[src/sv/gdk_line_mem.sv]
// One gray line store: synchronous memory with a registered read port.
module gdk_line_mem #(
  parameter int DEPTH = 512,
  parameter int AW    = $clog2(DEPTH)
) (
  input  logic          clk,
  input  logic          rd_en,
  input  logic [AW-1:0] rd_addr,
  output logic [7:0]    rd_data,
  input  logic          wr_en,
  input  logic [AW-1:0] wr_addr,
  input  logic [7:0]    wr_data
);

  logic [7:0] mem [DEPTH];

  always_ff @(posedge clk) begin
    if (wr_en) begin
      mem[wr_addr] <= wr_data;
    end
    if (rd_en) begin
      rd_data <= mem[rd_addr];
    end
  end

endmodule

[config.mk]
export PLATFORM = sky130hd
export DESIGN_NAME = gdk_line_mem
export DESIGN_NICKNAME = d
export VERILOG_FILES = /design/src/sv/gdk_line_mem.sv
export SDC_FILE = /design/constraint.sdc
export NUM_CORES = 2
export LEC_CHECK = 0
export BUFFER_PORTS_ARGS = -buffer_cell sky130_fd_sc_hd__buf_2
export CORE_MARGIN = 5
export CORE_UTILIZATION = 30
export DETAILED_ROUTE_END_ITERATION = 12
export MAX_ROUTING_LAYER = met4
export PLACE_DENSITY_LB_ADDON = 0.08
export SLEW_MARGIN = 10
export SYNTH_ARGS = -nofsm -noshare
export SYNTH_HDL_FRONTEND = slang
export SYNTH_SLANG_ARGS = --single-unit
[constraint.sdc]
create_clock -name clk -period 5.3 [get_ports clk]
set_input_delay 0.795 -clock clk [delete_from_list [all_inputs] [get_ports clk]]
set_output_delay 0.795 -clock clk [all_outputs]
set_load 0.01 [all_outputs]
Word level (Yosys, flattened, before mapping)

Memories as Yosys holds them, arrays and structs flattened. A register that Yosys moved wholly into a read port is not among the register bits.
Index checks and enable logic that the tools add are counted.

Bits in registers: 0
Bits in writable memories: 4096
Bits of input ports: 29
Word-level logic and storage cells: 3
Memories kept: 1

Muxes and demuxes: 2

Memory list:

| name | words | width | rd ports | clocked after Yosys merged registers in | write ports | line | text |
|---|---|---|---|---|---|---|---|
| mem  | 512   | 8     | 1        | 1                                       | 1           | 15   | `logic [7:0] mem [DEPTH];` |

Operators with widths:

| cell   | number |
|---|---|
| $mux 1 | 2 |

Longest topological paths before layout

Depth after elaboration: 2
Gate-level depth with buffers: 12

Least setup slack after synthesis

OpenSTA, ideal clock, no wires.

Path type: input to register
Start point: in rd_addr[0]
End point: reg rd_data[0], read port of mem, data pin
Setup time: 0.257 ns
Arrival: 2.649 ns
Slack: 2.394 ns
Stages: 10
Path buffers: 4
Cell sequence: buf_4 buf_12 buf_12 buf_2 mux4_2 o21ai_0 nand3_1 nand4_1 o21ai_0 o2111a_1

RTL lines:

| item        | line | text |
|---|---|---|
| from (decl) | 8    | `input logic [AW-1:0] rd_addr,` |
| to (decl)   | 9    | `output logic [7:0] rd_data,` |

==> results.md <==
* Area Overhead vs Synth at 15.74%
* Clock-pin slew on the worst setup and hold paths at 0.06 ns
* Initial Util at 30.07%
* Worst slew pin tran at 1.208 ns
* Share of power burned in registers at 50.9%
* Core region area at 532,200 sq um
* Max Slew Vio Count at 0
* Final setup fails at 0
* Detail Placement HPWL at 318,700 um
* Internal power at 54,700 uW
* DR WL met3 at 23,660 um
* Power per cell area at 380.1 nW/um^2
* Total power at 70,390 uW
* Max cap viols at 0
* Synthesis-stage register bit count at 4,104
* Routed wire length at 511,200 um
* Clock Path Buffers at 4
* CP Capture Type: flip-flop
* Row count at 268
* Crit start category: primary input
* Final antenna-violating net count at 0
* Total number of vias at 81,085
* Postcts setup bufs at 0
* Largest net degree at the start of global routing at 156
* Kind of critical path: in -> reg
* I/O pin cnt at 37
* Final Skew at 0.06839 ns
* Worst-skew pair later-pin latency at 1.01 ns
* Lkg Pwr at 0.05795 uW
* Clock root cell: clkbuf_16
* Yosys warns at 0
* Switching Share at 22.29%
* Relative slew slack at 19.43%
* First-pass GRT wire length at 702,200 um
* Fill cells at 49,412
* Post-Syn Nets at 8,059
* Initial antenna violation count at 45
* Reg2reg path depth at 8
* Most common cell after layout, fill and taps aside: edfxtp_1
* Min Tclk post-route at 4.155 ns
* Met2 Wirelength at 240,400 um
* Syn avg cell area at 19.93 sq um
* Final worst-path cycle share at 78.40%
* Drt wl/cell at 32.32 um
* Most frequent cells in the layout: 4,104 x edfxtp_1, 797 x mux2i_1, 654 x mux4_2, 594 x nor2_1, 465 x clkbuf_16
* RSZ-0062 raised after global routing: no
* CTS tree: done
* Clock share of power at 44.0%
* WP data arrival at 5.03 ns
* Max VDD drop at 0.0003065 V
* Die Width at 740.3 um
* Seq/Total Area, Yosys at 77.02%
* DR pass1 iterations at 5
* Worst hold path class: in -> reg
* Hold slack at 0.2266 ns
* Post-layout net count at 8,441
* Number of H-tree levels at 5
* DRC at 0
* Distinct cells, synth at 50
* Grt ovf at 0
* Max Freq at 240.7 MHz
* Hold depth at 1
* Number of port buffers at 36
* Synth Instances at 8,030
* Share of cells above drive strength 1 at 19.84%
* Sink Count at 4,104
* Combinational fraction of design power at 5.1%
* PostCTS Resize Cnt at 0
* Setup_tns at 0 ns
* Die H at 740.3 um
* Die area at 548,100 sq um
* Vias in the first global route at 83,093
* Status: finished, final reports clean
* GP Congestion at 0.7994
* Hold_buf cts at 0
* Worst-path fanout max at 24
* Critical Path RT at 6.17 ns
* Post-Route M1 WL at 234,000 um
* Post-synthesis instance area at 160,000 sq um
* GRT Total Usage at 18.69%
* Final hold violations at 0
* DR iter-0 viols at 7,519
* Max Used Layer: met4
* Via/cell ratio at 5.126
* Total CTS buffers at 461
* Switching power at 15,690 uW
-- area by class of cell --
cell class | count | area, sq um | share of cell area [%]
inverter | 3 | 20.02 | 0.01081
tap | 7020 | 8783 | 4.743
timing repair buffer | 432 | 4572 | 2.469
clock buffer | 591 | 12110 | 6.539
antenna | 11 | 27.53 | 0.01486
sequential | 4104 | 123200 | 66.55
multi-input combinational | 3410 | 34060 | 18.39
clock inverter | 246 | 2381 | 1.286
-- state kept, by name (all words and copies together), names as in the netlist --
signal / flops
mem: 4096
rd_data: 8
-- worst max-delay path, stage by stage --
cell      delay [ns]
buf_8           0.19
nand2b_4        0.41
buf_12          0.34
buf_4           0.28
o221ai_1        0.41
a21oi_1         0.13
nor4_1          0.73
buf_4           0.24
nand4_1         0.36
nor4_1          0.71
o2111a_1        0.28
-- power by group through the flow --
stage / clock network, uW / registers [uW] / logic, uW
detailed placement: 0 / 36500 / 3700
CTS: 31800 / 35800 / 3710
global placement: 0 / 36500 / 3670
finish: 31000 / 35800 / 3600
floorplan: 0 / 36500 / 1700
global route: 33200 / 35800 / 3810
-- cell usage after synthesis (all sizes together) --
cell | n | area [sq um]
mux2i | 797 | 7978
nand3 | 36 | 180.2
o211ai | 2 | 15.01
a21oi | 194 | 970.9
a31oi | 2 | 12.51
mux4 | 654 | 14730
o21ai | 119 | 595.6
nor2b | 6 | 37.54
nand2b | 4 | 25.02
nor3b | 8 | 60.06
edfxtp | 4104 | 123200
nor4b | 1 | 15.01
o311a | 1 | 10.01
and3b | 4 | 35.03
o41ai | 7 | 61.31
nor2 | 597 | 2241
nand4 | 32 | 200.2
o2111a | 8 | 90.09
nand2 | 111 | 416.7
a211oi | 17 | 127.6
a22o | 5 | 43.79
and2 | 20 | 125.1
o311ai | 6 | 52.55
o221ai | 372 | 3264
nor4 | 36 | 225.2
o22ai | 163 | 1020
buf | 248 | 1951
inv | 3 | 11.26
o31ai | 13 | 97.59
and3 | 4 | 25.02
or3 | 6 | 37.54
nor3 | 109 | 545.5
or2 | 5 | 31.28
a211o | 2 | 17.52
a2111oi | 3 | 26.28
a22oi | 61 | 457.9
clkbuf | 265 | 994.7
o22a | 3 | 26.28
a221oi | 1 | 8.760
nand3b | 1 | 7.510
-- path summary, 6_finish.rpt --
path	from	to	slack [ns]
worst max register to register	mem[273][2]$_DFFE_PP_	rd_data[2]$_DFFE_PP_	1.68
worst max-delay path	rd_addr[1]	rd_data[2]$_DFFE_PP_	1.14
worst min register to register	mem[318][3]$_DFFE_PP_	rd_data[3]$_DFFE_PP_	1.24
worst min-delay path	wr_data[1]	mem[210][1]$_DFFE_PP_	0.23
-- logic make-up (layout without fill, tap and decap cells) --
family	Yosys count	after routing	synth area share, %
flip-flops	4104	4104	77.02
multiplexers	1451	1451	14.19
AND/OR/NAND/NOR	980	980	2.630
AO/OA/AOI/OAI	979	979	4.311
buffers and inverters	516	1272	1.848
other	0	11	0
-- stage by stage --
stage               util [%]  cells  worst slack [ns]  instance area, sq um
finish                 34.80  15817             1.145                185200
detailed placement     32.07  14969           0.05428                170700
global placement       32.05  14961            -1.263                170500
CTS                    34.80  15806             1.189                185200
global route           34.80  15813             1.121                185200
floorplan                  -   8030             2.394                160000
-- layer usage --
layer	track usage [%]	vias up
met1	26.27	43932
met5	-	-
met2	29.12	2230
met3	2.252	619
li1	-	34304
met4	4.373	0
(Power assumes the default switching activity.)
