File: src/sv/gdk_pkg.sv
// Shared types, constants and kernel functions of the gray dual-kernel 3x3 filter.
package gdk_pkg;

  // Gray level of one pixel: floor(33 * sum / 100) as (sum * 33 * 5243) >> 19.
  localparam int unsigned GRAY_MULT  = 173019;
  localparam int          GRAY_SHIFT = 19;

  localparam logic [9:0] WIDTH_RESET  = 10'd512;
  localparam logic [9:0] HEIGHT_RESET = 10'd512;

  typedef enum logic {
    REG_FRAME_WIDTH  = 1'b0,
    REG_FRAME_HEIGHT = 1'b1
  } gdk_reg_t;

  // One window column: [0] top row, [1] middle row, [2] bottom row.
  typedef logic [2:0][7:0] gdk_col_t;

  // Position and flags of an item as it leaves the line store read stage.
  typedef struct packed {
    logic       top_ok;
    logic       mid_ok;
    logic       first_col;
    logic       emit;
    logic       two;
    logic       eof;
    logic [8:0] row;
    logic [8:0] col;
  } gdk_pos_t;

  // Both kernel responses for the regular centre (a) and the row-end centre (b).
  typedef struct packed {
    logic [7:0] grad_a;
    logic [7:0] emb_a;
    logic [7:0] grad_b;
    logic [7:0] emb_b;
  } gdk_kern_t;

  typedef struct packed {
    logic [7:0] gradient_out;
    logic [7:0] emboss_out;
    logic [8:0] out_row;
    logic [8:0] out_col;
    logic       last_of_run;
    logic       end_of_frame;
  } gdk_res_t;

  function automatic logic signed [11:0] ext(input logic [7:0] v);
    return signed'({4'b0000, v});
  endfunction

  function automatic logic [7:0] clamp_byte(input logic signed [11:0] v);
    logic [7:0] r;
    if (v < 0) r = 8'd0;
    else if (v > 12'sd255) r = 8'd255;
    else r = v[7:0];
    return r;
  endfunction

  function automatic logic [7:0] sobel_v(input gdk_col_t l, input gdk_col_t c,
                                         input gdk_col_t r);
    logic signed [11:0] s;
    s = ext(l[2]) + (ext(c[2]) <<< 1) + ext(r[2])
      - ext(l[0]) - (ext(c[0]) <<< 1) - ext(r[0]);
    return clamp_byte(s);
  endfunction

  function automatic logic [7:0] emboss(input gdk_col_t l, input gdk_col_t c,
                                        input gdk_col_t r);
    logic signed [11:0] s;
    s = ext(c[1]) + ext(r[1]) + ext(c[2]) + (ext(r[2]) <<< 1)
      - (ext(l[0]) <<< 1) - ext(c[0]) - ext(l[1]);
    return clamp_byte(s);
  endfunction

endpackage

File: src/sv/gdk_window.sv
// Two-column window register and the Sobel and emboss kernels over it.
module gdk_window (
  input  logic              clk,
  input  logic              rst,
  input  logic              fire,
  input  logic              first_col,
  input  gdk_pkg::gdk_col_t right,
  output gdk_pkg::gdk_kern_t kern
);

  gdk_pkg::gdk_col_t left_col;
  gdk_pkg::gdk_col_t centre_col;
  gdk_pkg::gdk_col_t left_eff;
  gdk_pkg::gdk_col_t centre_eff;

  // At the start of a row the window holds nothing from the row before.
  always_comb begin
    left_eff    = first_col ? '0 : left_col;
    centre_eff  = first_col ? '0 : centre_col;
    kern.grad_a = gdk_pkg::sobel_v(left_eff, centre_eff, right);
    kern.emb_a  = gdk_pkg::emboss(left_eff, centre_eff, right);
    kern.grad_b = gdk_pkg::sobel_v(centre_eff, right, '0);
    kern.emb_b  = gdk_pkg::emboss(centre_eff, right, '0);
  end

  always_ff @(posedge clk) begin
    if (rst) begin
      left_col   <= '0;
      centre_col <= '0;
    end else if (fire) begin
      left_col   <= centre_eff;
      centre_col <= right;
    end
  end

endmodule

File: config.mk
export PLATFORM = sky130hd
export DESIGN_NAME = gdk_window
export DESIGN_NICKNAME = d
export VERILOG_FILES = /design/src/sv/gdk_pkg.sv /design/src/sv/gdk_window.sv
export SDC_FILE = /design/constraint.sdc
export NUM_CORES = 1
export LEC_CHECK = 0
export BUFFER_PORTS_ARGS = -buffer_cell sky130_fd_sc_hd__clkbuf_2
export CORE_MARGIN = 3
export CORE_UTILIZATION = 34
export CTS_CLUSTER_SIZE = 28
export DETAILED_ROUTE_END_ITERATION = 12
export PLACE_DENSITY_LB_ADDON = 0.05
export SYNTH_ARGS = -nofsm -noshare
export SYNTH_HDL_FRONTEND = slang
export SYNTH_SLANG_ARGS = --single-unit
File: constraint.sdc
create_clock -name clk -period 8.1 [get_ports clk]
set_input_delay 0.81 -clock clk [delete_from_list [all_inputs] [get_ports clk]]
set_output_delay 0.81 -clock clk [all_outputs]
set_load 0.01 [all_outputs]
# Word-level counts from Yosys, hierarchy flattened
# Index checks and enable logic that the tools add are counted.
# totals
reg_bits	48
in_bits	28
# op_classes
n_addsub	18
magnitude_cmp	8
n_mux	10
# op_table
cell	n
two-way mux 8 bit	8
greater-than comparator 12 x 9 -> 1 bit, second input constant	4
less-than comparator 12 x 1 -> 1 bit, second input constant	4
two-way mux 24 bit	2
subtractor 12 x 9 -> 12 bit	3
subtractor 11 x 9 -> 12 bit	2
adder 8 x 9 -> 10 bit	2
adder 8 x 8 -> 9 bit	2
subtractor 11 x 10 -> 12 bit	1
subtractor 11 x 8 -> 12 bit	1
subtractor 12 x 10 -> 12 bit	1
adder 10 x 8 -> 11 bit	1
adder 10 x 9 -> 11 bit	1
subtractor 10 x 8 -> 11 bit	1
subtractor 10 x 9 -> 11 bit	1
adder 9 x 8 -> 10 bit	1
subtractor 9 x 9 -> 10 bit	1

# Logic depth before layout (Yosys ltp)
# Gate-level depths: netlist of the first run.
# depth
depth_word	10
depth_mapped	21

# Worst setup path before layout of the first run
# OpenSTA, ideal clock, no wires.
# synth_timing
kind	input to output
start	input port first_col
end	output port kern[23] (netlist bit)
arrival_time_ps	5056
required_ps	7290
slack_ps	2234
stages	18
n_path_buf	3
cell_sequence	clkbuf_1 clkbuf_1 nor2b_1 fa_1 fa_1 inv_1 fa_1 inv_1 fa_1 inv_1 ha_1 nand2_1 o21ai_0 nor4_1 and4bb_1 buf_6 o21ba_4 a21oi_2
# synth_lines
item	line	rtl
start: declaration	gdk_window.sv:6	input logic first_col,
end: declaration	gdk_window.sv:8	output gdk_pkg::gdk_kern_t kern

==> results of run 1 <==
-- through the flow --
| step | area [sq um] | utilization [%] | hold WS (ns) |
|---|---|---|---|
| final | 7800 | 38.3 | 0.472 |
| after CTS | 7800 | 38.3 | 0.476 |
| after detailed placement | 7650 | 37.6 | 0.464 |
| after global routing | 7800 | 38.3 | 0.505 |
| after global placement | 7650 | 37.6 | 0.462 |
| after floorplan | 7090 | - | 0.446 |
-- registers in the layout (all words and copies together), names as in the netlist --
register    flops
left_col       24
centre_col     24
-- worst max-delay path: cells and delay by family --
family	cells	cell delay (ns)
AO/OA/AOI/OAI	4	0.77
AND/OR/NAND/NOR	3	0.85
adder cells (fa/ha/maj)	5	2.41
buffers and inverters	6	1.00
-- where the power goes --
group	internal [mW]	switching, mW	leakage, nW	total, mW
Combinational	0.602	0.810	3.35	1.41
Sequential	0.245	0.00772	0.392	0.253
Clock	0.124	0.0943	0.0712	0.218
Total	0.971	0.912	3.81	1.88
-- worst min path at each step --
stage | to | slack, ns | from | cells past startpoint
after floorplan | left_col[13] | 0.45 | left_col[13] | 2
after global placement | left_col[8] | 0.46 | left_col[8] | 2
after detailed placement | left_col[7] | 0.46 | left_col[7] | 2
after CTS | left_col[7] | 0.48 | left_col[7] | 2
after global routing | left_col[7] | 0.51 | left_col[7] | 2
final | left_col[7] | 0.47 | left_col[7] | 2
-- metal layers --
metal / part of all wire (%) / up-vias / GRT usage [%]
li1: - / 2781 / -
met1: 49 / 2693 / 24.4
met2: 48 / 94 / 29.0
met3: 3.1 / 13 / 2.11
met4: 0.83 / 0 / 2.24
met5: 0 / - / 0
-- kinds of logic (layout without fill, tap and decap cells) --
family	Yosys count	in the layout
DFF	48	48
and+or+nand+nor	207	207
xor gates and xnor gates	39	39
muxes	45	45
adders and majority gates	156	156
buffers and inverters	176	225
AOI/OAI and AO/OA	157	157
-- Yosys cell counts (3+ instances only) --
cell | count | share of area [%]
inv_1 | 155 | 8.2
nor2_1 | 86 | 4.6
fa_1 | 83 | 23
ha_1 | 73 | 13
a21oi_1 | 55 | 3.9
dfxtp_1 | 48 | 14
nand2b_1 | 45 | 4.0
mux2i_1 | 43 | 6.1
xnor2_1 | 28 | 3.5
o21ai_0 | 25 | 1.8
nor2b_1 | 23 | 2.0
nand2_1 | 18 | 0.95
o21a_1 | 13 | 1.4
clkbuf_1 | 12 | 0.64
nor3_1 | 12 | 0.85
xor2_1 | 10 | 1.2
a21o_1 | 9 | 0.95
o21ai_1 | 6 | 0.42
a21oi_2 | 5 | 0.62
buf_1 | 5 | 0.26
nand3b_1 | 5 | 0.53
o21bai_1 | 5 | 0.53
o31a_1 | 5 | 0.62
o22ai_1 | 4 | 0.35
a21boi_0 | 3 | 0.32
a31oi_1 | 3 | 0.26
and2_1 | 3 | 0.26
buf_2 | 3 | 0.21
nor4_1 | 3 | 0.26
or3_1 | 3 | 0.26
-- final cells by class --
type                       instances  area share (%)
multi-input combinational        604            69.9
sequential                        48            12.3
inverter                         155            7.46
tap                              270            4.33
timing repair buffer              62            4.07
clock buffer                       8            1.88
==> reports/metrics.csv, run 1 <==
metric;value;unit
setup_violations;0;
track_usage;17.2;%
final.setup.worst_slack;1.42;ns
yosys_warnings;0;
die_h;150;um
synth_top_family_by_area;adder cells;
post_cts_resized;0;
numPortBuffers;59;
async_flop_share;0;%
viasPerCell;4.87;
reg2reg_depth;3;
synth_compound_area_share;14.7;%
syn_area_per_cell;8.56;sq um
wl_per_cell;16.3;um
syn-cell-area;0.00709;sq mm
dieArea;0.0226;sq mm
synth.yosys.seq_area_share;13.6;%
synthToLayoutAreaGrowth;10.0;%
path_class;in -> out;
crit_start;first_col;
fp.coreArea;0.0204;sq mm
hold_buffers;0;
antenna_found_initial;0;
fillers;2136;
clock-sinks;48;
multi_input_area;0.00546;sq mm
cp.arrival;5.87;ns
grt_pass1_wl;30700;um
synthMuxAreaShare;6.39;%
synth.distinct_cells;59;
placedCellCount;1139;
instances_no_fill;1147;
tightest_slew;0.841;ns
ant_nets;0;
gp_congestion;0.821;
core.rowCount;52;
p_per_area;242;mW/mm^2
place_hpwl;15900;um
cp_max_fo;41;
slew_viol_final;0;
synth_fa_ha_area_share;36.3;%
p_leak;3.81;nW
clk_pin_slew;0.07;ns
drc;0;
syn-instance-count;828;
crit_end;kern[23];
clk_path_buf_depth;2;
ys.flop_type;dfxtp_1;
synth-seq-cells;48;
grt-ovfl-total;0;
synth_fp_nets;1012;
final_cell_mix;inv_1 (155), nor2_1 (86), fa_1 (83), ha_1 (73), clkbuf_2 (59);
synth_edf_count;0;
drive_gt1_share;9.92;%
maxCapViolCount;0;
start_util;34.8;%
fin_skew;0.00606;ns
reg2reg_slack;6.80;ns
cp_cell_sequence;clkbuf_2 -> nand2b_1 -> inv_1 -> fa_1 -> inv_1 -> fa_1 -> fa_1 -> inv_1 -> fa_1 -> inv_1 -> ha_1 -> a21oi_1 -> o21ai_0 -> nor4_1 -> and4bb_1 -> o21ba_4 -> a21oi_2 -> clkbuf_2;
first_pass_iters;5;
finalPower;1.88;mW
antennaDiodeCount;0;
clock.fmax;150;MHz
critPathMaxStageDelay;0.56;ns
synthXorXnorAreaFrac;4.92;%
die_w;150;um
endpoint_kind;primary output;
start_kind;input pin;
layout.cells.most_common;inv_1;
grt_max_degree;53;
fin_crit;6.68;ns
clk_latency;0.29;ns
fin_nets;1060;
slowest_stage;fa_1;
top_level_ports;60;
place_ws;1.39;ns
regArea;961;sq um
worstPathRequired;7.29;ns
r2r_start;centre_col[3];
postCtsSetupBuffers;0;
cts_root_buf;clkbuf_16;
r2r_end;left_col[3];
timing_hold_violations_final;0;
cts_tree;done;
htreeDepth;2;
hold_class;reg -> reg;
cts_inserted_buffers;5;
post-route-period-util;82.4;%
relSlewSlack;43.9;%
grt_pass1_vias;5687;
tns;0;ns
via_count;5581;
initialDrtViolationCount;288;
totalWireLength;18700;um
vdd_ir_drop_max;0.0898;mV
status;complete, no violations;
yosys.area_share.simple;14.6;%
grt_setup_unrepaired;false;
No activity file was read; power rests on OpenSTA's default activity.
==> run 2, diff against run 1 <==
- ABC_AREA: default -> 1
- clock period: 8.1 -> 5.66 ns (I/O delays scaled with it)
==> reports/metrics.csv, run 2 <==
metric;value;unit
synth-seq-cells;48;
grt_pass1_wl;32400;um
core.rowCount;52;
cts_inserted_buffers;5;
netlist_top_cells_area;fa_1 (23%), dfxtp_1 (13%), inv_1 (13%), ha_1 (13%), nand2_1 (9.0%);
fin_crit;5.30;ns
clk_pin_slew;0.08;ns
cts_root_buf;clkbuf_16;
final_cell_mix;inv_1 (251), nand2_1 (172), fa_1 (83), a21oi_1 (76), ha_1 (71);
clk_path_buf_depth;2;
track_usage;17.3;%
htreeDepth;2;
endpoint_kind;primary output;
regArea;961;sq um
synthToLayoutAreaGrowth;12.7;%
initialDrtViolationCount;296;
first_pass_iters;4;
cts_tree;done;
place_hpwl;16600;um
clock.fmax;189;MHz
layout.cells.most_common;inv_1;
viasPerCell;4.55;
clock-sinks;48;
yosysTopAreaCellShare;22.9;%
synth.yosys.seq_area_share;13.2;%
via_count;6135;
cp.arrival;4.73;ns
synth.distinct_cells;34;
totalWireLength;19800;um
p_leak;4.53;nW
syn-cell-area;0.00725;sq mm
reg.largest.list;centre_col x24, left_col x24;
grt_pass1_vias;5958;
vdd_ir_drop_max;0.125;mV
clk_latency;0.30;ns
maxCapViolCount;0;
synth_edf_count;0;
grt_setup_unrepaired;false;
swShare;53.3;%
syn-instance-count;1011;
grt_max_degree;95;
drive_gt1_share;12.4;%
p_int;1.61;mW
post-route-period-util;93.6;%
setup_violations;0;
critPathMaxStageDelay;0.55;ns
dieArea;0.0231;sq mm
numPortBuffers;59;
hold_class;reg -> reg;
wl_per_cell;14.7;um
top_level_ports;60;
cp_max_fo;17;
gp_congestion;0.802;
status;complete, no violations;
fin_skew;0.00860;ns
tns;0;ns
clock_power_share;9.1;%
fp.coreArea;0.0206;sq mm
hold_buffers;0;
cp_cell_sequence;clkbuf_2 -> inv_2 -> buf_12 -> nand2_1 -> inv_1 -> fa_1 -> fa_1 -> inv_1 -> fa_1 -> inv_1 -> fa_1 -> inv_1 -> ha_1 -> nand2_1 -> nand2_1 -> a21oi_2 -> nand2_2 -> nand2_2 -> nand2_2 -> nor2_8 -> nand3_1 -> nand2_1 -> inv_1 -> clkbuf_2;
start_kind;input pin;
ys.flop_type;dfxtp_1;
path_common_cell;inv_1;
p_seq_share;10.8;%
antennaDiodeCount;0;
start_util;35.2;%
yosys_warnings;0;
fillers;2242;
synth_common_cells;inv_1 (252), nand2_1 (173), fa_1 (83);
p_comb_share;80.0;%
timing_hold_violations_final;0;
path_class;in -> out;
die_w;152;um
yosysMostFrequentCell;inv_1;
die_h;152;um
p_switching;1.83;mW
worstPathRequired;5.09;ns
grt-ovfl-total;0;
multi_input_area;0.00526;sq mm
slowest_stage;fa_1;
synth_fp_nets;1195;
antenna_found_initial;0;
utilization;39.6;%
relSlewSlack;43.7;%
fin_nets;1262;
slew_viol_final;0;
tightest_slew;0.845;ns
yosysTopAreaCell;fa_1;
async_flop_share;0;%
p_per_area;421;mW/mm^2
ant_nets;0;
drc;0;
syn_area_per_cell;7.18;sq um
## run 2: changes by cell type after synthesis, sizes merged, moves of 11 or more
cell,delta
nor2b,-23
a21oi,+21
nand2b,-45
inv,+103
nand3,+58
nand4,+12
o21a,-11
nor2,-23
o21ai,+28
xnor2,-13
nand2,+169
nor3,-12
mux2i,-43
## run 2: power by group through the flow
stage	Combinational, mW	Clock (mW)	Sequential [mW]
global placement	2.78	0	0.380
floorplan	2.12	0	0.375
detailed placement	2.77	0	0.379
CTS	2.79	0.320	0.372
finish	2.75	0.314	0.372
global route	3.21	0.335	0.374
## run 2: timing repair
| action | in CTS | in global routing |
|---|---|---|
| gates resized for setup | 0 | 7 |
| setup buffers | 0 | 1 |
| endpoints found under the setup margin | 0 | 13 |
| endpoints found under the hold margin | 0 | 0 |
## run 2: logic make-up (layout without fill, tap and decap cells)
| group | Yosys count | in the layout | synth area share [%] |
|---|---|---|---|
| flops | 48 | 48 | 13.2 |
| buf+inv | 279 | 347 | 14.6 |
| simple gates | 332 | 332 | 20.4 |
| xor+xnor | 34 | 34 | 4.10 |
| compound gates | 162 | 162 | 12.2 |
| fa+ha+maj | 156 | 156 | 35.5 |
## run 2: worst paths after layout
check,start,endpoint,slack [ns],cells after the start
worst min register to register,centre_col[19],centre_col[19],0.51,2
worst max register to register,centre_col[16],left_col[16],4.64,5
worst min-delay path,centre_col[19],centre_col[19],0.51,2
worst max-delay path,first_col,kern[20],0.36,24
## run 2: critical path: cells and delay by family
kind | cells | cell delay, ns
AND/OR/NAND/NOR | 9 | 0.82
AO/OA/AOI/OAI | 1 | 0.18
buffers and inverters | 9 | 0.75
adder cells (fa/ha/maj) | 5 | 2.41
## run 2: per-layer routing
metal / global-route usage (%) / up-vias / share of wire [%]
met5: 0 / - / 0
met4: 2.87 / 0 / 1.3
met1: 25.6 / 2774 / 48
met2: 27.8 / 103 / 46
li1: - / 3243 / -
met3: 2.02 / 15 / 3.8
## run 2: cell type report
class,instances,share of cell area [%]
multi-input combinational,684,64.3
inverter,259,11.9
sequential,48,11.8
timing repair buffer,80,6.06
tap,270,4.13
clock buffer,5,1.53
clock inverter,3,0.291
## run 2: through the flow
stage	setup slack [ns]	cells	cell area [sq um]	power [mW]	hold WS, ns
3_5_place_dp	0.236	1339	7970	3.15	0.485
2_1_floorplan	0.543	1011	7250	2.50	0.463
5_1_grt	0.00189	1349	8170	3.92	0.542
4_1_cts	0.225	1347	8120	3.48	0.505
6_report	0.364	1349	8170	3.44	0.506
3_3_place_gp	0.254	1339	7970	3.16	0.482
==> run 3, diff against run 2 <==
- ABC_AREA: 1 -> 0
==> reports/metrics.csv, run 3 (synthesis gave the netlist of run 1 again) <==
metric;value;unit
status;complete, no violations;
cts_tree;done;
drc;0;
maxCapViolCount;0;
clk_path_buf_depth;2;
p_per_area;354;mW/mm^2
tightest_slew;1.11;ns
slew_viol_final;0;
clock-sinks;48;
utilization;41.1;%
via_count;5804;
swShare;46.6;%
hold_buffers;0;
relSlewSlack;25.9;%
ant_nets;0;
antennaDiodeCount;0;
fp.coreArea;0.0204;sq mm
reg2reg_slack;4.49;ns
start_util;34.8;%
final.setup.worst_slack;0.127;ns
vdd_ir_drop_max;0.145;mV
grt-ovfl-total;0;
path_class;in -> out;
first_pass_iters;5;
clock.fmax;181;MHz
cp_max_fo;24;
numPortBuffers;59;
start_kind;input pin;
finalPower;2.96;mW
antenna_found_initial;0;
viasPerCell;4.83;
p_leak;4.10;nW
tns;0;ns
die_h;150;um
fin_hold_ws;0.470;ns
fin_nets;1115;
grt_setup_unrepaired;true;
top_level_ports;60;
slowest_stage;fa_2;
dieArea;0.0226;sq mm
p_comb_share;77.1;%
layout.cells.most_common;inv_1;
clk_latency;0.29;ns
synthToLayoutAreaGrowth;18.1;%
clk_pin_slew;0.07;ns
timing_hold_violations_final;0;
grt_pass1_vias;6025;
cp.arrival;4.97;ns
grt_pass1_wl;31600;um
cp_cell_sequence;clkbuf_2 -> buf_12 -> buf_4 -> buf_4 -> nand2b_1 -> inv_1 -> ha_1 -> inv_1 -> fa_1 -> fa_1 -> inv_1 -> fa_2 -> inv_1 -> ha_1 -> nand3_2 -> a211oi_4 -> nor4_1 -> and4bb_4 -> o21ba_4 -> a21oi_2 -> clkbuf_2;
drive_gt1_share;17.8;%
endpoint_kind;primary output;
post-route-period-util;97.7;%
p_switching;1.38;mW
die_w;150;um
htreeDepth;2;
reg.largest.list;centre_col x24, left_col x24;
hold_class;reg -> reg;
p_int;1.58;mW
cts_inserted_buffers;5;
critPathMaxStageDelay;0.58;ns
place_ws;-0.00714;ns
core.rowCount;52;
worstPathRequired;5.09;ns
cts_root_buf;clkbuf_16;
track_usage;17.7;%
setup_violations;0;
final_cell_mix;inv_1 (155), nor2_1 (85), fa_1 (80), ha_1 (71), clkbuf_2 (59);
totalWireLength;19200;um
path_common_cell;inv_1;
wl_per_cell;16.0;um
clock_power_share;10.7;%
place_hpwl;16200;um
fin_skew;0.00590;ns
fillers;2107;
grt_max_degree;53;
gp_congestion;0.807;
p_seq_share;12.2;%
fin_crit;5.53;ns
initialDrtViolationCount;260;
[run 3: power by group through the flow]
stage	logic, mW	registers (mW)	clock network (mW)
after floorplan	1.51	0.366	0
after global placement	2.13	0.368	0
after detailed placement	2.15	0.369	0
after CTS	2.17	0.361	0.329
after global routing	2.56	0.363	0.346
final	2.28	0.361	0.318
[run 3: layout make-up]
| class | count | area [sq um] | share of cell area (%) |
|---|---|---|---|
| Multi-Input combinational cell | 604 | 5580 | 66.6 |
| Sequential cell | 48 | 961 | 11.5 |
| Timing Repair Buffer | 117 | 759 | 9.07 |
| Inverter | 155 | 582 | 6.95 |
| Tap cell | 270 | 338 | 4.03 |
| Clock buffer | 7 | 153 | 1.82 |
[run 3: repair_timing]
action | in CTS | in global routing
gates cloned | 0 | 0
buffers inserted | 0 | 4
endpoints found under the setup margin | 9 | 25
resized for setup | 2 | 33
pin swaps | 0 | 10
[run 3: through the flow]
step,area [sq um],instances
CTS,8200,1197
detailed placement,8050,1190
finish,8370,1201
floorplan,7090,828
global route,8370,1201
global placement,8050,1190
[run 3: layer usage]
metal  vias to the layer above  wire [um]  track usage (%)
met5                         -          0                0
met4                         0        234             2.42
met3                        14        601             2.02
met2                        87       9350             30.3
met1                      2824       9050             24.7
li1                       2879          -                -
[run 3: worst paths after layout]
| check | start | cells after the start | endpoint |
|---|---|---|---|
| max | first_col | 21 | kern[23] |
| min | left_col[13] | 2 | left_col[13] |
| max reg2reg | centre_col[2] | 4 | left_col[2] |
| min reg2reg | left_col[13] | 2 | left_col[13] |
[run 3: critical path, delay by kind of cell]
family          cells  cell delay [ns]
buf+inv             9             0.94
compound gates      3             0.60
simple gates        4             0.77
fa+ha+maj           5             2.08
