[config.mk]
export PLATFORM = sky130hd
export DESIGN_NAME = gdk_out_buf_flat
export DESIGN_NICKNAME = d
export VERILOG_FILES = /design/src/sv/gdk_pkg.sv /design/src/sv/gdk_channels.sv /design/src/sv/gdk_out_buf.sv /design/src/flat_wrapper.sv
export SDC_FILE = /design/constraint.sdc
export NUM_CORES = 1
export LEC_CHECK = 0
export BUFFER_PORTS_ARGS = -buffer_cell sky130_fd_sc_hd__buf_2
export CORE_MARGIN = 5
export CORE_UTILIZATION = 40
export DETAILED_ROUTE_END_ITERATION = 6
export PLACE_DENSITY = 0.7
export SLEW_MARGIN = 15
export SYNTH_ARGS = -nofsm -noshare
export SYNTH_HDL_FRONTEND = slang
export SYNTH_SLANG_ARGS = --single-unit
[constraint.sdc]
create_clock -name clk -period 3.5 [get_ports clk]
set_input_delay 0.7 -clock clk [delete_from_list [all_inputs] [get_ports clk]]
set_output_delay 0.7 -clock clk [all_outputs]
set_load 0.01 [all_outputs]
[src/sv/gdk_pkg.sv]
// Shared types, constants and kernel functions of the gray dual-kernel 3x3 filter.
package gdk_pkg;

  // Gray level of one pixel: floor(33 * sum / 100) as (sum * 33 * 5243) >> 19.
  localparam int unsigned GRAY_MULT  = 173019;
  localparam int          GRAY_SHIFT = 19;

  localparam logic [9:0] WIDTH_RESET  = 10'd512;
  localparam logic [9:0] HEIGHT_RESET = 10'd512;

  typedef enum logic {
    REG_FRAME_WIDTH  = 1'b0,
    REG_FRAME_HEIGHT = 1'b1
  } gdk_reg_t;

  // One window column: [0] top row, [1] middle row, [2] bottom row.
  typedef logic [2:0][7:0] gdk_col_t;

  // Position and flags of an item as it leaves the line store read stage.
  typedef struct packed {
    logic       top_ok;
    logic       mid_ok;
    logic       first_col;
    logic       emit;
    logic       two;
    logic       eof;
    logic [8:0] row;
    logic [8:0] col;
  } gdk_pos_t;

  // Both kernel responses for the regular centre (a) and the row-end centre (b).
  typedef struct packed {
    logic [7:0] grad_a;
    logic [7:0] emb_a;
    logic [7:0] grad_b;
    logic [7:0] emb_b;
  } gdk_kern_t;

  typedef struct packed {
    logic [7:0] gradient_out;
    logic [7:0] emboss_out;
    logic [8:0] out_row;
    logic [8:0] out_col;
    logic       last_of_run;
    logic       end_of_frame;
  } gdk_res_t;

  function automatic logic signed [11:0] ext(input logic [7:0] v);
    return signed'({4'b0000, v});
  endfunction

  function automatic logic [7:0] clamp_byte(input logic signed [11:0] v);
    logic [7:0] r;
    if (v < 0) r = 8'd0;
    else if (v > 12'sd255) r = 8'd255;
    else r = v[7:0];
    return r;
  endfunction

  function automatic logic [7:0] sobel_v(input gdk_col_t l, input gdk_col_t c,
                                         input gdk_col_t r);
    logic signed [11:0] s;
    s = ext(l[2]) + (ext(c[2]) <<< 1) + ext(r[2])
      - ext(l[0]) - (ext(c[0]) <<< 1) - ext(r[0]);
    return clamp_byte(s);
  endfunction

  function automatic logic [7:0] emboss(input gdk_col_t l, input gdk_col_t c,
                                        input gdk_col_t r);
    logic signed [11:0] s;
    s = ext(c[1]) + ext(r[1]) + ext(c[2]) + (ext(r[2]) <<< 1)
      - (ext(l[0]) <<< 1) - ext(c[0]) - ext(l[1]);
    return clamp_byte(s);
  endfunction

endpackage

[src/sv/gdk_channels.sv]


interface gdk_res_if;
  logic       valid;
  logic       ready;
  logic [7:0] gradient_out;
  logic [7:0] emboss_out;
  logic [8:0] out_row;
  logic [8:0] out_col;
  logic       last_of_run;
  logic       end_of_frame;
  modport source (output valid, gradient_out, emboss_out, out_row, out_col,
                  last_of_run, end_of_frame, input ready);
  modport sink (input valid, gradient_out, emboss_out, out_row, out_col,
                last_of_run, end_of_frame, output ready);
endinterface


[src/sv/gdk_out_buf.sv]
// Two-entry result buffer that splits a row-end item into its two result beats.
module gdk_out_buf (
  input  logic               clk,
  input  logic               rst,
  input  logic               load,
  input  gdk_pkg::gdk_kern_t kern,
  input  gdk_pkg::gdk_pos_t  pos,
  output logic               room,
  gdk_res_if.source          res
);

  gdk_pkg::gdk_res_t slot [2];
  gdk_pkg::gdk_res_t res_a;
  gdk_pkg::gdk_res_t res_b;
  logic [1:0]        count;
  logic              take;

  always_comb begin
    res_a = '{gradient_out: kern.grad_a, emboss_out: kern.emb_a, out_row: pos.row,
              out_col: pos.col, last_of_run: !pos.two, end_of_frame: 1'b0};
    res_b = '{gradient_out: kern.grad_b, emboss_out: kern.emb_b, out_row: pos.row,
              out_col: pos.col + 9'd1, last_of_run: 1'b1, end_of_frame: pos.eof};
  end

  assign take = res.valid & res.ready;
  assign room = (count == 2'd0) || ((count == 2'd1) && take);

  assign res.valid        = (count != 2'd0);
  assign res.gradient_out = slot[0].gradient_out;
  assign res.emboss_out   = slot[0].emboss_out;
  assign res.out_row      = slot[0].out_row;
  assign res.out_col      = slot[0].out_col;
  assign res.last_of_run  = slot[0].last_of_run;
  assign res.end_of_frame = slot[0].end_of_frame;

  always_ff @(posedge clk) begin
    if (rst) begin
      count <= 2'd0;
    end else if (load) begin
      count <= pos.two ? 2'd2 : 2'd1;
    end else if (take) begin
      count <= count - 2'd1;
    end
  end

  always_ff @(posedge clk) begin
    if (load) begin
      slot[0] <= res_a;
      slot[1] <= res_b;
    end else if (take) begin
      slot[0] <= slot[1];
    end
  end

endmodule

[src/flat_wrapper.sv]
// flat-port wrapper written by rule: the top's interface ports become plain ports
module gdk_out_buf_flat 
  (clk, rst, load, kern, pos, room, res_valid, res_gradient_out, res_emboss_out, res_out_row, res_out_col, res_last_of_run, res_end_of_frame, res_ready);
  gdk_res_if res_i ();
  input  logic clk;
  input  logic rst;
  input  logic load;
  input  gdk_pkg::gdk_kern_t kern;
  input  gdk_pkg::gdk_pos_t pos;
  output logic room;
  output wire logic [$bits(res_i.valid)-1:0] res_valid;
  output wire logic [$bits(res_i.gradient_out)-1:0] res_gradient_out;
  output wire logic [$bits(res_i.emboss_out)-1:0] res_emboss_out;
  output wire logic [$bits(res_i.out_row)-1:0] res_out_row;
  output wire logic [$bits(res_i.out_col)-1:0] res_out_col;
  output wire logic [$bits(res_i.last_of_run)-1:0] res_last_of_run;
  output wire logic [$bits(res_i.end_of_frame)-1:0] res_end_of_frame;
  input wire logic [$bits(res_i.ready)-1:0] res_ready;
  assign res_valid = res_i.valid;
  assign res_gradient_out = res_i.gradient_out;
  assign res_emboss_out = res_i.emboss_out;
  assign res_out_row = res_i.out_row;
  assign res_out_col = res_i.out_col;
  assign res_last_of_run = res_i.last_of_run;
  assign res_end_of_frame = res_i.end_of_frame;
  assign res_i.ready = res_ready;
  gdk_out_buf u_core (.clk(clk), .rst(rst), .load(load), .kern(kern), .pos(pos), .room(room), .res(res_i));
endmodule
-- After elaboration in Yosys (flattened, before gate mapping)
Memories as Yosys holds them, arrays and structs flattened.
Cells that the tools add are included.
- add/subtract/negate cells: 2
- eq/ne operators: 1
- mux-type cells: 9
- bitwise logic cells: 2
- reduce and logical (&&, ||, !) cells: 6
- operators by type and width (kind ; number):
    $mux W36 ; 1
    $add A9 B1 Y9 const B ; 1
    $mux W2 ; 3
    $mux W1 ; 5
    $reduce_bool A2 Y1 ; 2
    $eq A2 B1 Y1 const B ; 1
    $logic_not A2 Y1 ; 1
    $sub A2 B1 Y2 const B ; 1
    $and A1 B1 Y1 ; 1
    $logic_and A1 B1 Y1 ; 1
    $logic_not A1 Y1 ; 1
    $logic_or A1 B1 Y1 ; 1
    $or A1 B1 Y1 ; 1
- register bits: 2
- bits in writable memories: 72
- output and inout bits: 38
- word-level logic and storage cells: 22
- memories: 1
- memory list (memory ; words ; width ; rd ports ; clocked after Yosys merged registers in ; wr ports ; line ; RTL):
    u_core.slot ; 2 ; 36 ; 2 ; 0 ; 2 ; gdk_out_buf.sv:12 ; gdk_pkg::gdk_res_t slot [2];

-- Depth between registers and ports, before layout
Gate-level depths: netlist of the first run.
- word-level depth: 6
- gate-level depth with buffers: 7

-- Least setup slack after synthesis of the first run
No wires, ideal clock.
- path type: input to register
- from: input port res_ready
- to: memory u_core.slot[0][0] in the netlist's numbering (enable)
- library setup time: 0.377 ns
- arrival time: 1.440 ns
- data required time: 3.123 ns
- setup slack: 1.683 ns
- cell stages on the path: 2
- buffers on the path: 0
- cell sequence: nor2b_1 or2_2
- RTL lines (element ; line ; RTL):
    start: declaration ; flat_wrapper.sv:18 ; input wire logic [$bits(res_i.ready)-1:0] res_ready;
    end: declaration ; gdk_out_buf.sv:12 ;

==> results.md, run 1 <==
* Yosys warnings at 0
* CP max stage cell: and3_2
* Setup tns final at 0 ns
* Unique cell type count in the Yosys netlist at 27
* Buffers on Ports at 93
* Pwr/cell area at 558 nW/um^2
* Via count at 1580
* Layout Skew at between 0.007 and 0.008 ns
* DRC at 0
* CTS tree: yes
* Worst path most repeated cell: inv_1
* Routed WL at 5.44 mm
* Post-synthesis register bit count at between 70 and 80
* Pleak at around 0.0016 uW
* Max cap viols at 0
* Tcrit/Tclk final at 0.610
* Clock-pin slew on the worst setup and hold paths at around 0.070 ns
* Clock H-tree levels at 3
* Area Overhead vs Synth at 27.1%
* Placed insts at about 340
* Initial core utilization at 0.411
* Die W at about 96 um
* Crit path time final at between 2 and 2.5 ns
* CP Capture Type: flop
* CTS Hold Bufs at 0
* Resize count post-CTS at 0
* HPWL after detailed placement at around 4 mm
* Final Net Count at about 320
* CP max FO at 20
* Clock Sinks at 73
* Maximum VDD drop at 0.212 mV
* Crit Path Class: reg2reg
* Layout cells sized above 1 at 0.570
* Ordered cell list for the critical path: inv_1 > ha_1 > inv_1 > and3_2 > buf_12 > mux2_2
* Status: finished clean
* Mapped Cells at around 150
* First-pass GRT wire length at approximately 8.0 mm
* Remaining Overflow, GRT at 0
* Core area at between 7000 and 8000 um^2
* Largest stage delay on the critical path at 0.55 ns
* Drt wl/cell at 15.3 um
* Final Hold Vio Count at 0
* Avg Synthesized Cell Area at 20.0 um^2
* Final Non-Filler Cells at ~360
* Register area share after synthesis at 0.728
* Clock Latency Late Sink at between 0.3 and 0.4 ns
* Synth Cell Area at a little under 3000 um^2
* Antenna fix cells at 0
* Relative slew slack at 0.424
* GR Util All Layers at 0.121
* Die footprint at ~9300 um^2
* Hold Path Class: reg2reg
* Iteration-0 DRC Markers at 39
* Drt pass-1 iters at 3
* Max Buffers Root-to-Sink at 2
* Antenna Nets Post-Route at 0
* Worst Path Arrival at about 2.2 ns
* Maximum operating frequency at about 470 MHz
* RSZ-0062 raised after global routing: no
* Final setup violation count at 0
* Via-to-Cell Ratio at roughly 4.5
* Initial antenna violation count at 0
* Slew @ Worst Pin at slightly below 0.9 ns
* Required time of the worst setup path at between 3 and 4 ns
* Row count at 31
* Vias in the first global route at 1640
* Die H at roughly 96 um
* Startpoint class of the critical path: flop
* Postcts setup bufs at 0
* Slew Limit Fails at 0
* CTS Root Cell: clkbuf_8
* Syn Nets at ~210
* IO Pins at 98
* GPL Wtd Cong at between 0.7 and 0.8
* Largest net degree at the start of global routing at 38
* Inserted Clock Buffers at 9
[state kept, by name (all words and copies together) (netlist names)]
register and flops:
u_core.count 2, u_core.slot 71
[cells in the mapped netlist]
cell,number,share of area
buf_6,1,0.0038
inv_2,1,0.0013
xor2_1,3,0.0088
nand3_1,2,0.0034
edfxtp_1,71,0.71
nand2b_1,2,0.0042
a21oi_1,2,0.0034
ha_1,4,0.017
mux2_2,6,0.023
and4_1,1,0.0029
a21o_1,1,0.0025
dfxtp_1,2,0.013
nor3_1,1,0.0017
nand3b_1,1,0.0025
xnor2_1,5,0.015
and3_1,1,0.0021
nor2b_1,1,0.0021
mux2_4,28,0.14
nor2_1,1,0.0013
inv_1,4,0.0050
buf_12,2,0.013
nand2_1,4,0.0050
or2_2,1,0.0021
nand4_1,1,0.0021
o211ai_1,1,0.0025
and2_1,1,0.0021
buf_8,1,0.0050
[layer usage]
metal  share of wire  vias up  GRT usage
met1            0.39      758      0.138
met4           0.018        0     0.0701
met3           0.059        6     0.0287
li1                -      769          -
met5               0        -          0
met2            0.53       47      0.206
[metrics by stage]
step | instance area [um^2] | utilization | hold slack [ns] | power (uW) | setup WS (ns)
final | 3790 | 0.523 | 0.528 | 2120 | 1.37
after global routing | 3790 | 0.523 | 0.511 | 2200 | 1.26
after CTS | 3790 | 0.523 | 0.514 | 2140 | 1.34
after detailed placement | 3540 | 0.487 | 0.509 | 1300 | 1.06
after global placement | 3540 | 0.487 | 0.499 | 1290 | 1.10
after floorplan | 2980 | - | 0.497 | 1200 | 1.68
[final timing paths]
check / startpoint / end / slack (ns) / cells past startpoint
setup reg to reg: u_core.count[0] / u_core.slot[0][35] / 1.37 / 6
hold / removal: u_core.slot[1][0] / u_core.slot[0][0] / 0.53 / 1
hold reg to reg: u_core.slot[1][0] / u_core.slot[0][0] / 0.53 / 1
setup / recovery: u_core.count[0] / u_core.slot[0][35] / 1.37 / 6
[power breakdown]
group	internal, uW	switching [uW]
clock network	540	300
registers	1050	18.7
logic	107	104
total	1700	423
[cell type report]
cell class / count / area (um^2)
clock buffer: 9 / 124
clock inverter: 7 / 133
fill: 614 / 3460
inverter: 5 / 18.8
multi-input combinational: 67 / 728
sequential: 73 / 2170
tap: 99 / 124
timing repair buffer: 95 / 493
[worst max-delay path, delay by kind of cell (launching register included)]
kind                     cells  cell delay, ns
flip-flops                   1            0.38
adder cells (fa/ha/maj)      1            0.19
buffers and inverters        3            0.41
multiplexers                 1            0.35
AND/OR/NAND/NOR              1            0.55
[cells in the final DEF, fill, tap and decap left out]
master     netlist  routed
nand4_1          1       1
buf_12           2       1
dfxtp_1          2       2
a21oi_1          2       2
clkinv_2         0       1
clkbuf_8         0       9
nor3_1           1       1
ha_1             4       4
clkinv_1         0       2
buf_2            0      93
bufinv_16        0       4
and2_1           1       1
xor2_1           3       3
edfxtp_1        71      71
inv_2            1       1
mux2_4          28      28
inv_1            4       4
nand2b_1         2       2
or2_2            1       1
a21o_1           1       1
buf_4            0       1
nand3b_1         1       1
and3_2           0       1
nand3_1          2       2
xnor2_1          5       5
nor2b_1          1       1
mux2_2           6       6
nand2_1          4       4
and4_1           1       1
nor2_1           1       1
o211ai_1         1       1
[cells by family after synthesis]
| logic type | share of synthesized area |
|---|---|
| multiplexers | 0.164 |
| AO/OA/AOI/OAI | 0.00839 |
| AND/OR/NAND/NOR | 0.0314 |
| adder cells (fa/ha/maj) | 0.0168 |
| flip-flops | 0.728 |
| XOR/XNOR | 0.0235 |
| buffers and inverters | 0.0285 |
No activity file was read; power rests on OpenSTA's default activity.
==> run 2, diff against run 1 <==
--- a/config.mk
+++ b/config.mk
@@ -9,7 +9,7 @@
 export CORE_MARGIN = 5
 export CORE_UTILIZATION = 40
 export DETAILED_ROUTE_END_ITERATION = 6
-export PLACE_DENSITY = 0.7
+export PLACE_DENSITY = 0.72
 export SLEW_MARGIN = 15
 export SYNTH_ARGS = -nofsm -noshare
 export SYNTH_HDL_FRONTEND = slang
==> constraint.sdc (replaced) <==
create_clock -name clk -period 1.9 [get_ports clk]
set_input_delay 0.38 -clock clk [delete_from_list [all_inputs] [get_ports clk]]
set_output_delay 0.38 -clock clk [all_outputs]
set_load 0.01 [all_outputs]
==> results.md, run 2 (synthesized netlist as in run 1, its figures left out) <==
* Max Buffers Root-to-Sink at 2 (unchanged)
* Tcrit/Tclk final at 0.934 (+0.324)
* Switching part of the total power at 0.225 (+0.0257)
* CP Capture Type: flop
* Pleak at 0.00155 uW (-1.0%)
* Area Overhead vs Synth at 26.6%
* CTS tree: yes
* HPWL after detailed placement at 4.04 mm (+3.1%)
* Setup tns final at 0 ns (unchanged)
* Seq pwr share at 0.555 (+0.051)
* IO Pins at 98 (unchanged)
* Clock Latency Late Sink at 0.34 ns (about the same)
* Internal at 2740 uW (+62%)
* Clock Sinks at 73 (unchanged)
* Number of buffers and inverters on the critical path at 3 (unchanged)
* Worst Path Arrival at 1.87 ns (-0.36 ns)
* CTS Hold Bufs at 0 (unchanged)
* WP depth at 6 (unchanged)
* Layout cells sized above 1 at 0.579 (+0.00884)
* Antenna Nets Post-Route at 0 (unchanged)
* Iteration-0 DRC Markers at 41 (+5.1%)
* Hold Crit Depth at 2 (+1)
* First-pass GRT wire length at 8.08 mm (+0.94%)
* Hold Path Class: in2reg
* Status: finished clean
* CP top delay family: flip-flops
* Final hold slack at 0.202 ns (-0.326 ns)
* Row count at 31 (unchanged)
* Comb pwr share at 0.113 (+0.013)
* Largest Register: u_core.slot
* DRC at 0 (unchanged)
* Resize count post-CTS at 0 (unchanged)
* Drt wl/cell at 15.0 um (-2.1%)
* Switching power at 797 uW (+89%)
* Layout Skew at 0.0107 ns (+0.00327 ns)
* Vias in the first global route at 1627 (-0.79%)
* Slew @ Worst Pin at 0.283 ns (-0.581 ns)
* Finished Cell Area at 3780 um^2 (-0.40%)
* Maximum VDD drop at 0.332 mV (+57%)
* Top Registers: u_core.slot (71), u_core.count (2)
* Postcts setup bufs at 0 (unchanged)
* Remaining Overflow, GRT at 0 (unchanged)
* Commonest non-fill, non-tap cells in the layout: buf_2 (93), edfxtp_1 (71), mux2_4 (28)
* Initial core utilization at 0.411 (unchanged)
* Ordered cell list for the critical path: inv_1 > ha_1 > inv_1 > and3_2 > buf_12 > mux2_2
* Final Hold Vio Count at 0 (unchanged)
* Worst path most repeated cell: inv_1
* Startpoint class of the critical path: flop
* Die W at 96.4 um (unchanged)
* Required time of the worst setup path at 1.99 ns (-1.60 ns)
* CTS Root Cell: clkbuf_8
* Filler cell count at 608 (-0.98%)
* Clock Power Share at 0.332 (-0.064)
* Drt pass-1 iters at 4 (+1)
* Crit Path Class: reg2reg
* Core area at 7250 um^2 (unchanged)
* Pwr/cell area at 937 nW/um^2 (+68%)
* Commonest non-fill, non-tap cell in the layout: buf_2
* GPL Wtd Cong at 0.786 (+7.1%)
* Multi-input gate area at 728 um^2 (unchanged)
* Routed WL at 5.37 mm (-1.2%)
* Buffers on Ports at 93 (unchanged)
* Die H at 96.4 um (unchanged)
* CP max FO at 19 (-5.0%)
* Register area at 2170 um^2 (unchanged)
* Initial antenna violation count at 0 (unchanged)
* Via-to-Cell Ratio at 4.38 (-1.5%)
* Tot Pwr at 3540 uW (+67%)
* Slew Limit Fails at 0 (unchanged)
* CP max stage cell: dfxtp_1
* Crit path time final at 1.77 ns (-0.360 ns)
* Largest stage delay on the critical path at 0.38 ns (-0.17 ns)
* Final Net Count at 318 (+0.95%)
* Max reg flops at 71 (unchanged)
* Clock H-tree levels at 3 (unchanged)
* Max cap viols at 0 (unchanged)
* Antenna fix cells at 0 (unchanged)
* Largest net degree at the start of global routing at 37 (-2.6%)
* Clock-pin slew on the worst setup and hold paths at 0.07 ns (about the same)
* Relative slew slack at 0.810 (+0.386)
* Die footprint at 9290 um^2 (unchanged)
* Final setup violation count at 0 (unchanged)
* GR Util All Layers at 0.120 (-0.000292)
* Post-DP Area at 3580 um^2 (+1.3%)
* Inserted Clock Buffers at 9 (unchanged)
* RSZ-0062 raised after global routing: no
* R2R depth at 6 (unchanged)
* Maximum operating frequency at 564 MHz (+20%)
* Via count at 1569 (-0.70%)
run 2: cell count changes in the layout (fill, tap and decap cells not counted):
cell,change
clkinv_1,-1
inv_6,+1
bufinv_16,-3
buf_12,+2
clkinvlp_4,+3
buf_4,+1
run 2: final cells by class:
type                       instances  area share
timing repair buffer              98       0.143
sequential                        73       0.575
inverter                           5     0.00497
multi-input combinational         67       0.193
clock buffer                       9      0.0328
clock inverter                     7      0.0185
tap                               99      0.0328
run 2: power groups by stage:
stage | Sequential [uW] | Clock [uW] | Combinational, uW
CTS | 1970 | 1210 | 409
detailed placement | 2000 | 0 | 408
global placement | 2000 | 0 | 398
finish | 1960 | 1170 | 401
floorplan | 2040 | 0 | 178
global route | 1980 | 1290 | 437
run 2: worst paths after layout:
kind,startpoint,endpoint,slack (ns)
max,u_core.count[0],u_core.slot[0][6],0.13
min,rst,u_core.count[1],0.20
max reg2reg,u_core.count[0],u_core.slot[0][6],0.13
min reg2reg,u_core.slot[1][0],u_core.slot[0][0],0.54
run 2: metrics by stage:
| step | std cells | setup slack, ns | utilization |
|---|---|---|---|
| after floorplan | 149 | 0.177 | - |
| after global placement | 342 | 0.172 | 0.494 |
| after detailed placement | 342 | 0.120 | 0.494 |
| after CTS | 358 | 0.116 | 0.521 |
| after global routing | 358 | 0.0341 | 0.521 |
| final | 358 | 0.126 | 0.521 |
run 2: per-layer routing:
metal	vias to the layer above	wire length, um	track usage	part of all wire
met1	733	2100	0.135	0.39
met2	47	2860	0.209	0.53
li1	776	-	-	-
met5	-	0	0	0
met4	0	133	0.0736	0.025
met3	13	277	0.0240	0.052
==> run 3, diff against run 2 <==
--- a/config.mk
+++ b/config.mk
@@ -5,11 +5,12 @@
 export SDC_FILE = /design/constraint.sdc
 export NUM_CORES = 1
 export LEC_CHECK = 0
+export ABC_AREA = 1
 export BUFFER_PORTS_ARGS = -buffer_cell sky130_fd_sc_hd__buf_2
 export CORE_MARGIN = 5
 export CORE_UTILIZATION = 40
 export DETAILED_ROUTE_END_ITERATION = 6
-export PLACE_DENSITY = 0.72
+export PLACE_DENSITY = 0.71
 export SLEW_MARGIN = 15
 export SYNTH_ARGS = -nofsm -noshare
 export SYNTH_HDL_FRONTEND = slang
==> results.md, run 3 <==
* CTS tree: yes
* Resize count post-CTS at 0 (unchanged)
* Filler cell count at 733 (+21%)
* Setup slack at placement at 0.337 ns (+0.217 ns)
* EDFF count, synth at 71 (unchanged)
* Slew @ Worst Pin at 0.423 ns (+0.140 ns)
* CP top delay family: flip-flops
* Clock H-tree levels at 3 (unchanged)
* CTS Root Cell: clkbuf_8
* CP max stage cell: dfxtp_1
* Status: finished clean
* R2r setup slk at 0.34 ns (+0.21 ns)
* Final WS setup at 0.310 ns (+0.184 ns)
* Area Overhead vs Synth at 23.9%
* Most frequent cell after synthesis: edfxtp_1
* Max reg flops at 71 (unchanged)
* Crit Path Class: reg2out
* Via count at 1967 (+25%)
* Setup tns final at 0 ns (unchanged)
* Final Hold Vio Count at 0 (unchanged)
* Layout Skew at 0.00775 ns (-0.00296 ns)
* Pleak at 0.00181 uW (+17%)
* Synth Cell Area at 3140 um^2 (+5.3%)
* Pwr/cell area at 918 nW/um^2 (-2.1%)
* Buffers on Ports at 93 (unchanged)
* Via-to-Cell Ratio at 4.31 (-1.6%)
* DRC at 0 (unchanged)
* Maximum VDD drop at 0.387 mV (+16%)
* Worst path most repeated cell: inv_1
* IO Pins at 98 (unchanged)
* Relative slew slack at 0.718 (-0.0917)
* RSZ-0062 raised after global routing: no
* Commonest non-fill, non-tap cells in the layout: buf_2 (93), edfxtp_1 (71), nand2_1 (54)
* Synth Flop Type: edfxtp_1
* Post-synth ARST share at 0 (unchanged)
* Final Net Count at 413 (+30%)
* CTS Hold Bufs at 0 (unchanged)
* Post-synth top area cell: edfxtp_1
* Drt pass-1 iters at 4 (unchanged)
* Initial antenna violation count at 0 (unchanged)
* Ordered cell list for the critical path: inv_1 > ha_1 > inv_1 > nand2_1 > buf_2
* Die W at 98.6 um (+2.4%)
* CP Capture Type: output pin
* Hold Path Class: in2reg
* Inserted Clock Buffers at 9 (unchanged)
* Largest stage delay on the critical path at 0.34 ns (-0.04 ns)
* Top Registers: u_core.slot (71), u_core.count (2)
* Remaining Overflow, GRT at 0 (unchanged)
* Register area share after synthesis at 0.691 (-0.0368)
* Largest net degree at the start of global routing at 35 (-5.4%)
* Crit path time final at 1.59 ns (-0.184 ns)
* Unique cell type count in the Yosys netlist at 18 (-33%)
* Clock Sinks at 73 (unchanged)
* Clock-pin slew on the worst setup and hold paths at 0.07 ns (about the same)
* Core area at 7690 um^2 (+6.0%)
* Syn Nets at 311 (+46%)
* Antenna fix cells at 0 (unchanged)
* Antenna Nets Post-Route at 0 (unchanged)
* Worst Path Arrival at 1.21 ns (-0.66 ns)
* Seq pwr share at 0.555 (about the same)
* Die H at 98.6 um (+2.4%)
* Max cap viols at 0 (unchanged)
* Clock Latency Late Sink at 0.33 ns (about the same)
* First-pass GRT wire length at 9.25 mm (+15%)
* Top-area cell type share of the netlist area at 0.678 (-0.0361)
* GPL Wtd Cong at 0.723 (-8.1%)
* Switching part of the total power at 0.235 (+0.00945)
* Vias in the first global route at 1951 (+20%)
* Initial core utilization at 0.409 (-0.00257)
* Post-synthesis register bit count at 73 (unchanged)
* Routed WL at 5.67 mm (+5.5%)
* Postcts setup bufs at 0 (unchanged)
* Number of buffers and inverters on the critical path at 3 (unchanged)
* Avg Synthesized Cell Area at 12.7 um^2 (-36%)
* Tcrit/Tclk final at 0.837 (-0.0969)
* Commonest non-fill, non-tap cell in the layout: buf_2
* Comb pwr share at 0.133 (+0.020)
* Die footprint at 9730 um^2 (+4.8%)
* Final setup violation count at 0 (unchanged)
* Post-synth top cells: edfxtp_1 (71), nand2_1 (54), inv_1 (47)
* GR Util All Layers at 0.124 (+0.00330)
* Clock Power Share at 0.312 (-0.020)
* Yosys warnings at 0 (unchanged)
* Max Buffers Root-to-Sink at 2 (unchanged)
* Startpoint class of the critical path: flop
* Iteration-0 DRC Markers at 35 (-15%)
* Slew Limit Fails at 0 (unchanged)
* Required time of the worst setup path at 1.52 ns (-0.47 ns)
* Maximum operating frequency at 629 MHz (+12%)
* Internal at 2740 uW (-0.26%)
* CP max FO at 4 (-15)
* Top post-synthesis cells by area: edfxtp_1 (68%), o21ai_2 (9.5%), nand2_1 (6.4%)
* Row count at 32 (+3.2%)
* Mapped Cells at 247 (+66%)
* Switching power at 839 uW (+5.2%)
* HPWL after detailed placement at 4.28 mm (+5.9%)
* Layout cells sized above 1 at 0.424 (-0.155)
* Largest Register: u_core.slot
* Drt wl/cell at 12.4 um (-17%)
-- run 3: changes by cell type in the layout (fill, tap and decap cells not counted), moves of 2 or more --
cell / before / now
clkbuf_1: 0 / 3
clkinvlp_4: 3 / 0
inv_1: 4 / 47
mux2_2: 6 / 0
mux2_4: 28 / 0
nand2_1: 4 / 54
nand2_2: 0 / 4
nand2b_1: 2 / 0
nand3_1: 2 / 4
nor2_1: 1 / 9
o21ai_0: 0 / 3
o21ai_2: 0 / 34
xnor2_1: 5 / 2
xor2_1: 3 / 1
-- run 3: final timing paths --
path                                         from            endpoint  depth (start not counted)
worst max-delay path              u_core.count[0]                room                          5
worst min-delay path                      kern[6]  u_core.slot[1][26]                          1
worst max register to register    u_core.count[0]  u_core.slot[0][11]                          7
worst min register to register  u_core.slot[1][8]   u_core.slot[0][8]                          2
-- run 3: metal layers --
layer  vias up  share of wire  global-route usage  routed length [um]
li1       1018              -                   -                   -
met1       884           0.41               0.142                2340
met2        56           0.51               0.205                2870
met3         9          0.059              0.0432                 336
met4         0          0.020              0.0599                 116
met5         -              0                   0                   0
-- run 3: power by group through the flow --
| stage | clock network, uW | logic (uW) | registers (uW) |
|---|---|---|---|
| 2_1_floorplan | 0 | 228 | 2060 |
| 3_3_place_gp | 0 | 475 | 2010 |
| 3_5_place_dp | 0 | 488 | 2020 |
| 4_1_cts | 1160 | 489 | 1990 |
| 5_1_grt | 1240 | 535 | 2000 |
| 6_report | 1110 | 476 | 1980 |
-- run 3: cell families after synthesis --
logic type,Yosys count,synth area share
adder cells (fa/ha/maj),4,0.0159
XOR/XNOR,3,0.00836
buffers and inverters,55,0.0836
AO/OA/AOI/OAI,38,0.101
flip-flops,73,0.691
AND/OR/NAND/NOR,74,0.0999
-- run 3: through the flow --
stage | area (um^2) | cells | hold WS (ns) | power [uW] | utilization
2_1_floorplan | 3140 | 247 | 0.479 | 2290 | -
3_3_place_gp | 3720 | 440 | 0.552 | 2490 | 0.483
3_5_place_dp | 3720 | 440 | 0.558 | 2510 | 0.483
4_1_cts | 3890 | 456 | 0.200 | 3630 | 0.507
5_1_grt | 3890 | 456 | 0.186 | 3770 | 0.507
6_report | 3890 | 456 | 0.219 | 3570 | 0.507
-- run 3: area by class of cell --
class,instances,area (um^2),area share
Timing Repair Buffer,98,528,0.136
Sequential cell,73,2170,0.558
Clock inverter,4,43.8,0.0112
Tap cell,102,128,0.0328
Multi-Input combinational cell,119,708,0.182
Clock buffer,12,135,0.0347
Inverter,48,180,0.0463
